<file path="src/hw/rtl/kpdc_pkg.sv">
package kpdc_pkg;

    // fixed field widths
    localparam int KEY_W   = 3;
    localparam int CFG_W   = 16;
    localparam int MASK_W  = 5;
    localparam int PADDR_W = 4;
    localparam int PDATA_W = 32;

    // default sizing
    localparam int NUM_KEYS_DEF    = 5;
    localparam int COUNT_WIDTH_DEF = 16;

    // register reset values
    localparam logic [CFG_W-1:0] TIMEOUT_RST  = 16'd500;
    localparam logic [CFG_W-1:0] DEBOUNCE_RST = 16'd50;
    localparam logic [CFG_W-1:0] HOLD_RST     = 16'd100;

    typedef enum logic {
        OP_TICK = 1'b0,
        OP_EDGE = 1'b1
    } t_opcode;

    typedef enum logic [1:0] {
        ST_NORMAL  = 2'd0,
        ST_CLICKED = 2'd1,
        ST_HOLD    = 2'd2
    } t_status;

    typedef enum logic [1:0] {
        REG_TIMEOUT  = 2'd0,
        REG_DEBOUNCE = 2'd1,
        REG_HOLD     = 2'd2
    } t_reg_idx;

    typedef struct packed {
        logic [CFG_W-1:0] timeout_ticks;
        logic [CFG_W-1:0] debounce_ticks;
        logic [CFG_W-1:0] hold_ticks;
    } t_cfg;

    typedef struct packed {
        t_opcode          opcode;
        logic [KEY_W-1:0] key_index;
        logic             pin_level;
    } t_item;

    typedef struct packed {
        logic [KEY_W-1:0]  event_key;
        t_status           event_status;
        logic [MASK_W-1:0] timeout_mask;
        logic              motor_start;
    } t_result;

endpackage

</file>
<file path="src/hw/rtl/kpdc_cfg.sv">
module kpdc_cfg
    import kpdc_pkg::*;
(
    input  logic               i_clk,
    input  logic               i_rst_n,
    input  logic               psel,
    input  logic               penable,
    input  logic               pwrite,
    input  logic [PADDR_W-1:0] paddr,
    input  logic [PDATA_W-1:0] pwdata,
    output logic [PDATA_W-1:0] prdata,
    output logic               pready,
    output t_cfg               o_cfg
);

    t_cfg     r_cfg;
    t_reg_idx reg_idx;
    logic     wr_en;

    assign pready  = 1'b1;
    assign reg_idx = t_reg_idx'(paddr[PADDR_W-1:2]);
    assign wr_en   = psel && penable && pwrite;

    always_ff @(posedge i_clk) begin
        if (!i_rst_n) begin
            r_cfg.timeout_ticks  <= TIMEOUT_RST;
            r_cfg.debounce_ticks <= DEBOUNCE_RST;
            r_cfg.hold_ticks     <= HOLD_RST;
        end else if (wr_en) begin
            case (reg_idx)
                REG_TIMEOUT:  r_cfg.timeout_ticks  <= pwdata[CFG_W-1:0];
                REG_DEBOUNCE: r_cfg.debounce_ticks <= pwdata[CFG_W-1:0];
                REG_HOLD:     r_cfg.hold_ticks     <= pwdata[CFG_W-1:0];
                default: ;
            endcase
        end
    end

    always_comb begin
        case (reg_idx)
            REG_TIMEOUT:  prdata = PDATA_W'(r_cfg.timeout_ticks);
            REG_DEBOUNCE: prdata = PDATA_W'(r_cfg.debounce_ticks);
            REG_HOLD:     prdata = PDATA_W'(r_cfg.hold_ticks);
            default:      prdata = '0;
        endcase
    end

    assign o_cfg = r_cfg;

endmodule

</file>
<file path="src/hw/rtl/kpdc_core.sv">
module kpdc_core
    import kpdc_pkg::*;
#(
    parameter int NUM_KEYS    = NUM_KEYS_DEF,
    parameter int COUNT_WIDTH = COUNT_WIDTH_DEF
) (
    input  logic    i_clk,
    input  logic    i_rst_n,
    input  logic    i_fire,
    input  t_item   i_item,
    input  t_cfg    i_cfg,
    output t_result o_result
);

    localparam int CMP_W = (COUNT_WIDTH > CFG_W) ? COUNT_WIDTH : CFG_W;
    localparam logic [COUNT_WIDTH-1:0] COUNT_MAX = {COUNT_WIDTH{1'b1}};

    logic [NUM_KEYS-1:0]    r_running;
    logic [COUNT_WIDTH-1:0] r_count  [NUM_KEYS];
    t_status                r_status [NUM_KEYS];

    logic [NUM_KEYS-1:0]    n_running;
    logic [COUNT_WIDTH-1:0] n_count  [NUM_KEYS];
    t_status                n_status [NUM_KEYS];

    logic [COUNT_WIDTH-1:0] tick_inc [NUM_KEYS];
    logic [NUM_KEYS-1:0]    expire;
    logic [MASK_W-1:0]      mask;
    t_status                ev_status;
    logic                   motor;

    // saturating increment and timeout check per key
    always_comb begin
        for (int k = 0; k < NUM_KEYS; k++) begin
            tick_inc[k] = (r_count[k] != COUNT_MAX) ? r_count[k] + 1'b1 : r_count[k];
            expire[k]   = r_running[k] && (i_item.opcode == OP_TICK) &&
                          (CMP_W'(tick_inc[k]) >= CMP_W'(i_cfg.timeout_ticks));
        end
    end

    always_comb begin
        n_running = r_running;
        n_count   = r_count;
        n_status  = r_status;
        ev_status = ST_NORMAL;
        motor     = 1'b0;
        for (int k = 0; k < NUM_KEYS; k++) begin
            if (i_item.opcode == OP_TICK) begin
                if (expire[k]) begin
                    n_running[k] = 1'b0;
                    n_count[k]   = '0;
                    n_status[k]  = ST_NORMAL;
                end else if (r_running[k]) begin
                    n_count[k] = tick_inc[k];
                end
            end else if (32'(i_item.key_index) == k) begin
                if (r_running[k]) begin
                    // shake wins over hold
                    if (CMP_W'(r_count[k]) < CMP_W'(i_cfg.debounce_ticks)) begin
                        n_status[k] = ST_NORMAL;
                    end else if (CMP_W'(r_count[k]) > CMP_W'(i_cfg.hold_ticks)) begin
                        n_status[k] = ST_HOLD;
                        motor       = 1'b1;
                    end else begin
                        n_status[k] = ST_CLICKED;
                    end
                    n_running[k] = 1'b0;
                    n_count[k]   = '0;
                end else if (!i_item.pin_level) begin
                    n_running[k] = 1'b1;
                    n_count[k]   = '0;
                end
                ev_status = n_status[k];
            end
        end
    end

    // only the first keys have a timeout bit
    for (genvar g = 0; g < MASK_W; g++) begin : g_mask
        if (g < NUM_KEYS) begin : g_on
            assign mask[g] = expire[g];
        end else begin : g_off
            assign mask[g] = 1'b0;
        end
    end

    always_ff @(posedge i_clk) begin
        if (!i_rst_n) begin
            r_running <= '0;
            for (int k = 0; k < NUM_KEYS; k++) begin
                r_count[k]  <= '0;
                r_status[k] <= ST_NORMAL;
            end
        end else if (i_fire) begin
            r_running <= n_running;
            r_count   <= n_count;
            r_status  <= n_status;
        end
    end

    always_comb begin
        o_result.event_key    = (i_item.opcode == OP_EDGE) ? i_item.key_index : '0;
        o_result.event_status = ev_status;
        o_result.timeout_mask = mask;
        o_result.motor_start  = motor;
    end

endmodule

</file>
<file path="src/hw/rtl/key_press_duration_classifier.sv">
// an accepted item is captured in the input register, classified by the core logic and then
// captured in the result register; a stall on the result channel holds it where it is
// throughput: one item per cycle while the result channel is not stalled; the per-key update
// of running flag, count and status is combinational between the two registers
// reset: synchronous, active low; all keys idle with count zero and status normal,
// registers back to timeout 500, debounce 50, hold 100 ticks, both pipeline stages empty
module key_press_duration_classifier
    import kpdc_pkg::*;
#(
    parameter int NUM_KEYS    = NUM_KEYS_DEF,
    parameter int COUNT_WIDTH = COUNT_WIDTH_DEF
) (
    input  logic               i_clk,
    input  logic               i_rst_n,
    // input item channel
    input  logic               i_in_valid,
    output logic               o_in_stall,
    input  logic               i_opcode,
    input  logic [KEY_W-1:0]   i_key_index,
    input  logic               i_pin_level,
    // result item channel
    output logic               o_out_valid,
    input  logic               i_out_stall,
    output logic [KEY_W-1:0]   o_event_key,
    output logic [1:0]         o_event_status,
    output logic [MASK_W-1:0]  o_timeout_mask,
    output logic               o_motor_start,
    // configuration port
    input  logic               psel,
    input  logic               penable,
    input  logic               pwrite,
    input  logic [PADDR_W-1:0] paddr,
    input  logic [PDATA_W-1:0] pwdata,
    output logic [PDATA_W-1:0] prdata,
    output logic               pready
);

    t_cfg    cfg;
    t_result core_res;

    // input register stage
    logic    r_in_valid;
    t_item   r_in_item;

    // result register stage
    logic    r_out_valid;
    t_result r_out_res;

    logic    out_free;
    logic    fire;

    kpdc_cfg u_cfg (
        .i_clk   (i_clk),
        .i_rst_n (i_rst_n),
        .psel    (psel),
        .penable (penable),
        .pwrite  (pwrite),
        .paddr   (paddr),
        .pwdata  (pwdata),
        .prdata  (prdata),
        .pready  (pready),
        .o_cfg   (cfg)
    );

    // result register can take a new item when empty or being drained
    assign out_free   = !r_out_valid || !i_out_stall;
    // the item in the input register moves on and updates key state
    assign fire       = r_in_valid && out_free;
    // input register holds only while its item is blocked
    assign o_in_stall = r_in_valid && !out_free;

    always_ff @(posedge i_clk) begin
        if (!i_rst_n) begin
            r_in_valid <= 1'b0;
        end else if (!o_in_stall) begin
            r_in_valid <= i_in_valid;
        end
    end

    always_ff @(posedge i_clk) begin
        if (!o_in_stall && i_in_valid) begin
            r_in_item.opcode    <= t_opcode'(i_opcode);
            r_in_item.key_index <= i_key_index;
            r_in_item.pin_level <= i_pin_level;
        end
    end

    kpdc_core #(
        .NUM_KEYS    (NUM_KEYS),
        .COUNT_WIDTH (COUNT_WIDTH)
    ) u_core (
        .i_clk    (i_clk),
        .i_rst_n  (i_rst_n),
        .i_fire   (fire),
        .i_item   (r_in_item),
        .i_cfg    (cfg),
        .o_result (core_res)
    );

    always_ff @(posedge i_clk) begin
        if (!i_rst_n) begin
            r_out_valid <= 1'b0;
        end else if (out_free) begin
            r_out_valid <= fire;
        end
    end

    always_ff @(posedge i_clk) begin
        if (fire) begin
            r_out_res <= core_res;
        end
    end

    assign o_out_valid    = r_out_valid;
    assign o_event_key    = r_out_res.event_key;
    assign o_event_status = r_out_res.event_status;
    assign o_timeout_mask = r_out_res.timeout_mask;
    assign o_motor_start  = r_out_res.motor_start;

endmodule
</file>
<file path="config.mk">
export PLATFORM = sky130hd
export DESIGN_NAME = key_press_duration_classifier
export DESIGN_NICKNAME = d
export VERILOG_FILES = /design/src/hw/rtl/kpdc_pkg.sv /design/src/hw/rtl/kpdc_cfg.sv /design/src/hw/rtl/kpdc_core.sv /design/src/hw/rtl/key_press_duration_classifier.sv
export SDC_FILE = /design/constraint.sdc
export NUM_CORES = 1
export LEC_CHECK = 0
export BUFFER_PORTS_ARGS = -buffer_cell sky130_fd_sc_hd__buf_2
export CORE_MARGIN = 4
export CORE_UTILIZATION = 50
export CTS_BUF_LIST = sky130_fd_sc_hd__clkbuf_8
export DETAILED_ROUTE_END_ITERATION = 10
export HOLD_SLACK_MARGIN = 0.12
export PLACE_DENSITY = 0.77
export SKIP_LAST_GASP = 1
export SLEW_MARGIN = 20
export SYNTH_ARGS = -nofsm -noshare
export SYNTH_HDL_FRONTEND = slang
export SYNTH_SLANG_ARGS = --single-unit
</file>
<file path="constraint.sdc">
create_clock -name i_clk -period 10.3 [get_ports i_clk]
set_input_delay 2.06 -clock i_clk [delete_from_list [all_inputs] [get_ports i_clk]]
set_output_delay 2.06 -clock i_clk [all_outputs]
set_load 0.01 [all_outputs]
</file>
=== Word-level counts from Yosys, hierarchy flattened ===
Cells that the tools add are included.

* Order comparisons: 15
* Bitwise gates (word level): 1
* Eq/ne operators: 21
* Muxes and demuxes: 120
* $add $sub $neg: 5
* Reductions and logical operators: 45

{| class="wikitable"
|+ Operators with widths
! operator !! count
|-
| 16-bit two-way mux || 31
|-
| 2-bit two-way mux || 42
|-
| 16-bit by 1-bit adder with 16-bit output (second input constant) || 5
|-
| 16-bit >= comparator || 5
|-
| 16-bit greater-than comparator || 5
|-
| 16-bit < comparator || 5
|-
| 16-bit inequality test (second input constant) || 5
|-
| 16-bit case mux with 3 select lines || 1
|-
| 1-bit two-way mux || 46
|-
| 4-bit AND reduction || 5
|-
| 1-bit logical AND || 15
|-
| 3-bit by 2-bit inequality test with 1-bit output (second input constant) || 5
|-
| 3-bit AND reduction || 5
|-
| 3-bit nonzero test || 5
|-
| 2-bit by 1-bit inequality test with 1-bit output (second input constant) || 5
|-
| 2-bit nonzero test || 5
|-
| 3-bit by 2-bit equality test with 1-bit output (second input constant) || 2
|-
| 2-bit AND reduction || 3
|-
| 1-bit logical NOT || 4
|-
| 3-bit by 1-bit equality test with 1-bit output (second input constant) || 1
|-
| 3-bit equality test (second input constant) || 1
|-
| 3-bit logical NOT || 1
|-
| 2-bit by 1-bit equality test with 1-bit output (second input constant) || 1
|-
| 2-bit equality test (second input constant) || 1
|-
| 3 further kinds || 3
|}

* Logic and storage cells: 234
* Flip-flop bits (word level): 161
* Bits of input ports: 48
* Output and inout port bits: 46

=== Depth between registers and ports, before layout ===
* Word-level depth: 26
* Depth in mapped cells: 19
* Mapped depth without buffers: 17

=== By module ===
Synthesis repeated with hierarchy kept, for this count alone.

* Cells, all modules: 1697
* Area total of the unflattened synthesis: 14138.6 µm²

{| class="wikitable"
|+ Modules (own cells, without submodules)
! module !! sequential area each (µm²) !! instances !! area each (µm²) !! cells each
|-
| kpdc_core || 1901.8 || 1 || 11219.5 || 1415
|-
| kpdc_cfg || 960.9 || 1 || 2354.8 || 258
|-
| key_press_duration_classifier || 520.5 || 1 || 564.3 || 24
|}

=== Least setup slack after synthesis ===
OpenSTA, ideal clock, no wires.

* Kind: input to output
* From: in paddr[2]
* To: out prdata[10]
* Slack: 4882 ps
* Stages: 4
* Required time: 8240 ps
* Data arrival time: 3358 ps
* Path buffers: 2
* Cell sequence: buf_1 -> buf_1 -> mux2i_1 -> o21ai_0

* Longest elaborated chain between the ends: 2
* Elaborated cells between the ends (all ways): 4
* Those cells by class: 2 x eq/ne; 1 x mux; 1 x reduce/logical

{| class="wikitable"
|+ RTL lines
! item !! line !! source
|-
| start: declaration || key_press_duration_classifier.sv:32 || <nowiki>input logic [PADDR_W-1:0] paddr,</nowiki>
|-
| 2-bit equality test (tied with other cells) || kpdc_cfg.sv:40 || <nowiki>case (reg_idx)</nowiki>
|-
| 16-bit case mux with 3 select lines (*) || kpdc_cfg.sv:40 ||
|-
| end: declaration || key_press_duration_classifier.sv:34 || <nowiki>output logic [PDATA_W-1:0] prdata,</nowiki>
|}

Every way passes the cells marked *; elsewhere a longest branch is shown, timed or not.

=== Worst setup path after layout ===
* From: in paddr[3]
* To: out prdata[12]

Same word-level chain as after synthesis.

==> metrics.csv <==
metric;value;unit
ctsHtreeMaxLevel;4;
drtIter0Drc;1566;
cellLeakagePower;0.006584;uW
report.final.hold_viol_count;0;
insertion_delay;0.50;ns
fp-row-count;60;
worstHoldStart;u_core.r_status[0]$_SDFFE_PN0P_;
r2r_slack;5.34;ns
syn_inst;1725;
worst_slew_pin_slew;1.045;ns
drc_errors;0;
worst-path-max-fanout;21;
regToRegEndpoint;u_core.r_count[15]$_SDFFE_PN0P_;
tns;0;ns
rr_worst_depth;17;
hpwl;31600;um
maxSlewViolCount;0;
place.gp.congestion;0.9499;
grt_pass1_vias;12730;
power_density;83.86;nW/um^2
whs_endpoint;u_core.r_status[0]$_SDFFE_PN0P_;
core;27100;sq um
netlist_area;13880;sq um
antenna_found_initial;0;
startpoint;paddr[3];
io_pins;94;
worstSetupEndpointType;output pin;
clock-sinks;161;
grt_overflow_total;0;
area_delta_synth_final;6.446;%
placed_cell_area;14370;sq um
grt_setup_unrepaired;no;
start_util;0.5121;
critPathSlowestCell;nor2b_1;
yosysWarningCount;0;
ir_drop;0.00005299;V
die_h;174.6;um
r2r-start;u_core.r_count[1]$_SDFFE_PN0P_;
grt_max_degree;50;
crit_type;in -> out;
fin_crit;5.711;ns
period_share;0.5544;
skew;0.02210;ns
clockBufferDepth;2;
holdPathStages;2;
vias_per_cell;6.428;
grtUsageTotal;0.2843;
nets;2033;
clk_pin_slew;0.09;ns
max_stage_delay;0.45;ns
cp.arrival;3.65;ns
die-area;30490;sq um
path_depth;6;
setup_viol_count_final;0;
synth-edff-count;16;
ys_types;87;
yosysSeqAreaShare;0.2438;
portBuffers;58;
async_reset_ff_frac;0;
drive_above_1_share;0.07679;
drt-total-wl;44950;um
n_fill_cell;2492;
drt_pass1_iterations;8;
final_area;14770;sq um
max_freq;0.1751;GHz
regArea;3383;sq um
multi_input_area;9894;sq um
total_power;1239;uW
path_cells;buf_2 > nor2b_1 > buf_4 > nand2_1 > o21ai_0 > buf_2;
die_w;174.6;um
synth_ff_type;dfxtp_1;
timing.hold.ws;0.4763;ns
ant_nets;0;
cts_made_buffers;17;
cap_violations;0;
cp.required;8.24;ns
max_slew_margin;0.3036;
post_cts_buffers;0;
final_core_util;0.5452;
wl_per_cell;21.10;um
cts_hold_buf;0;
status;finished, final reports clean;
critical_path.top_delay_family;buffers and inverters;
hold_path_class;reg -> reg;
diodes;0;
cts_root_buffer;clkbuf_8;
path_common_cell;buf_2;
worst_setup_path_start_kind;primary input;
cts_tree;done;
grt_pass1_wl;68550;um
cts-resized-gates;0;
synth_area_per_cell;8.046;sq um
synth-seq-cells;161;
num_vias;13690;
crit_buf_inv;3;
## cells in the mapped netlist (all sizes together) (18+ instances only)
master  count  share of area
a21o       60          0.032
a21oi     163          0.059
a22o       18          0.011
a22oi      20          0.011
and3       28          0.013
buf        33          0.015
clkbuf     47          0.013
dfxtp     145           0.21
ha        240           0.22
inv        74          0.020
mux2i      18          0.013
nand2     224          0.061
nand3      70          0.026
nand4      56          0.026
nor2      106          0.029
nor2b      22          0.010
nor3       28          0.011
o211ai     21          0.011
o21ai      78          0.028
xnor2      40          0.025
## per-layer routing
metal  track usage  share of wire
met1        0.3549           0.39
met2        0.4522           0.45
met3       0.05993          0.094
met4        0.1705          0.070
met5             0              0
## area by class of cell
class                           count  area share
Clock inverter                     15     0.01143
Tap cell                          372     0.03150
Sequential cell                   161      0.2290
Inverter                           74     0.01880
Clock buffer                       17     0.01584
Multi-Input combinational cell   1425      0.6697
Timing Repair Buffer               66     0.02371
## worst max-delay path by stage
stage / endpoint / slack [ns]
global route: prdata[12] / 4.60
detailed placement: prdata[12] / 4.69
global placement: prdata[12] / 4.73
floorplan: prdata[10] / 4.88
CTS: prdata[12] / 4.69
finish: prdata[12] / 4.59
## placed cells by master (no fill, tap or decap), types with 20 or more instances in the layout
cell / count
ha_1: 240
nand2_1: 224
a21oi_1: 162
dfxtp_1: 145
nor2_1: 106
inv_1: 72
nand3_1: 69
o21ai_0: 66
a21o_1: 60
buf_2: 58
nand4_1: 55
xnor2_1: 40
and3_1: 27
nor3_1: 25
nor2b_1: 21
o211ai_1: 21
a22oi_1: 20
## stage by stage
stage / setup WS (ns) / instances
global placement: 4.727 / 2098
CTS: 4.690 / 2130
floorplan: 4.882 / 1740
global route: 4.597 / 2130
finish: 4.589 / 2130
detailed placement: 4.692 / 2098
## state kept, by name, indices dropped and copies added, names as in the netlist
name              flops
o_out_valid           1
u_cfg.o_cfg          48
o_event_status        2
u_core.r_count       80
o_event_key           3
o_timeout_mask        5
r_in_item             5
u_core.r_status      10
u_core.r_running      5
o_motor_start         1
r_in_valid            1
## worst reg2reg max path: cells and delay by family (launching register included)
family / cells / cell delay [ns]
and+or+nand+nor: 9 / 2.55
adders and majority gates: 2 / 0.53
AOI/OAI and AO/OA: 6 / 1.31
DFF: 1 / 0.52
## where the power goes
group	total [uW]	internal (uW)	leakage, uW	switching [uW]
Sequential	645	638	0.00133	6.65
Clock	498	203	0.000199	295
Combinational	95.6	26.5	0.00506	69.0
## logic make-up (layout without fill, tap and decap cells)
kind of cell | after synthesis | after routing | share of synthesized area
adders and majority gates | 240 | 240 | 0.2164
other | 2 | 17 | 0.0005411
xor gates and xnor gates | 47 | 47 | 0.02966
and+or+nand+nor | 620 | 620 | 0.2202
DFF | 161 | 161 | 0.2438
AOI/OAI and AO/OA | 476 | 476 | 0.2230
muxes | 25 | 25 | 0.01866
buffers and inverters | 154 | 172 | 0.04778
Power figures use the tool's default switching activity.
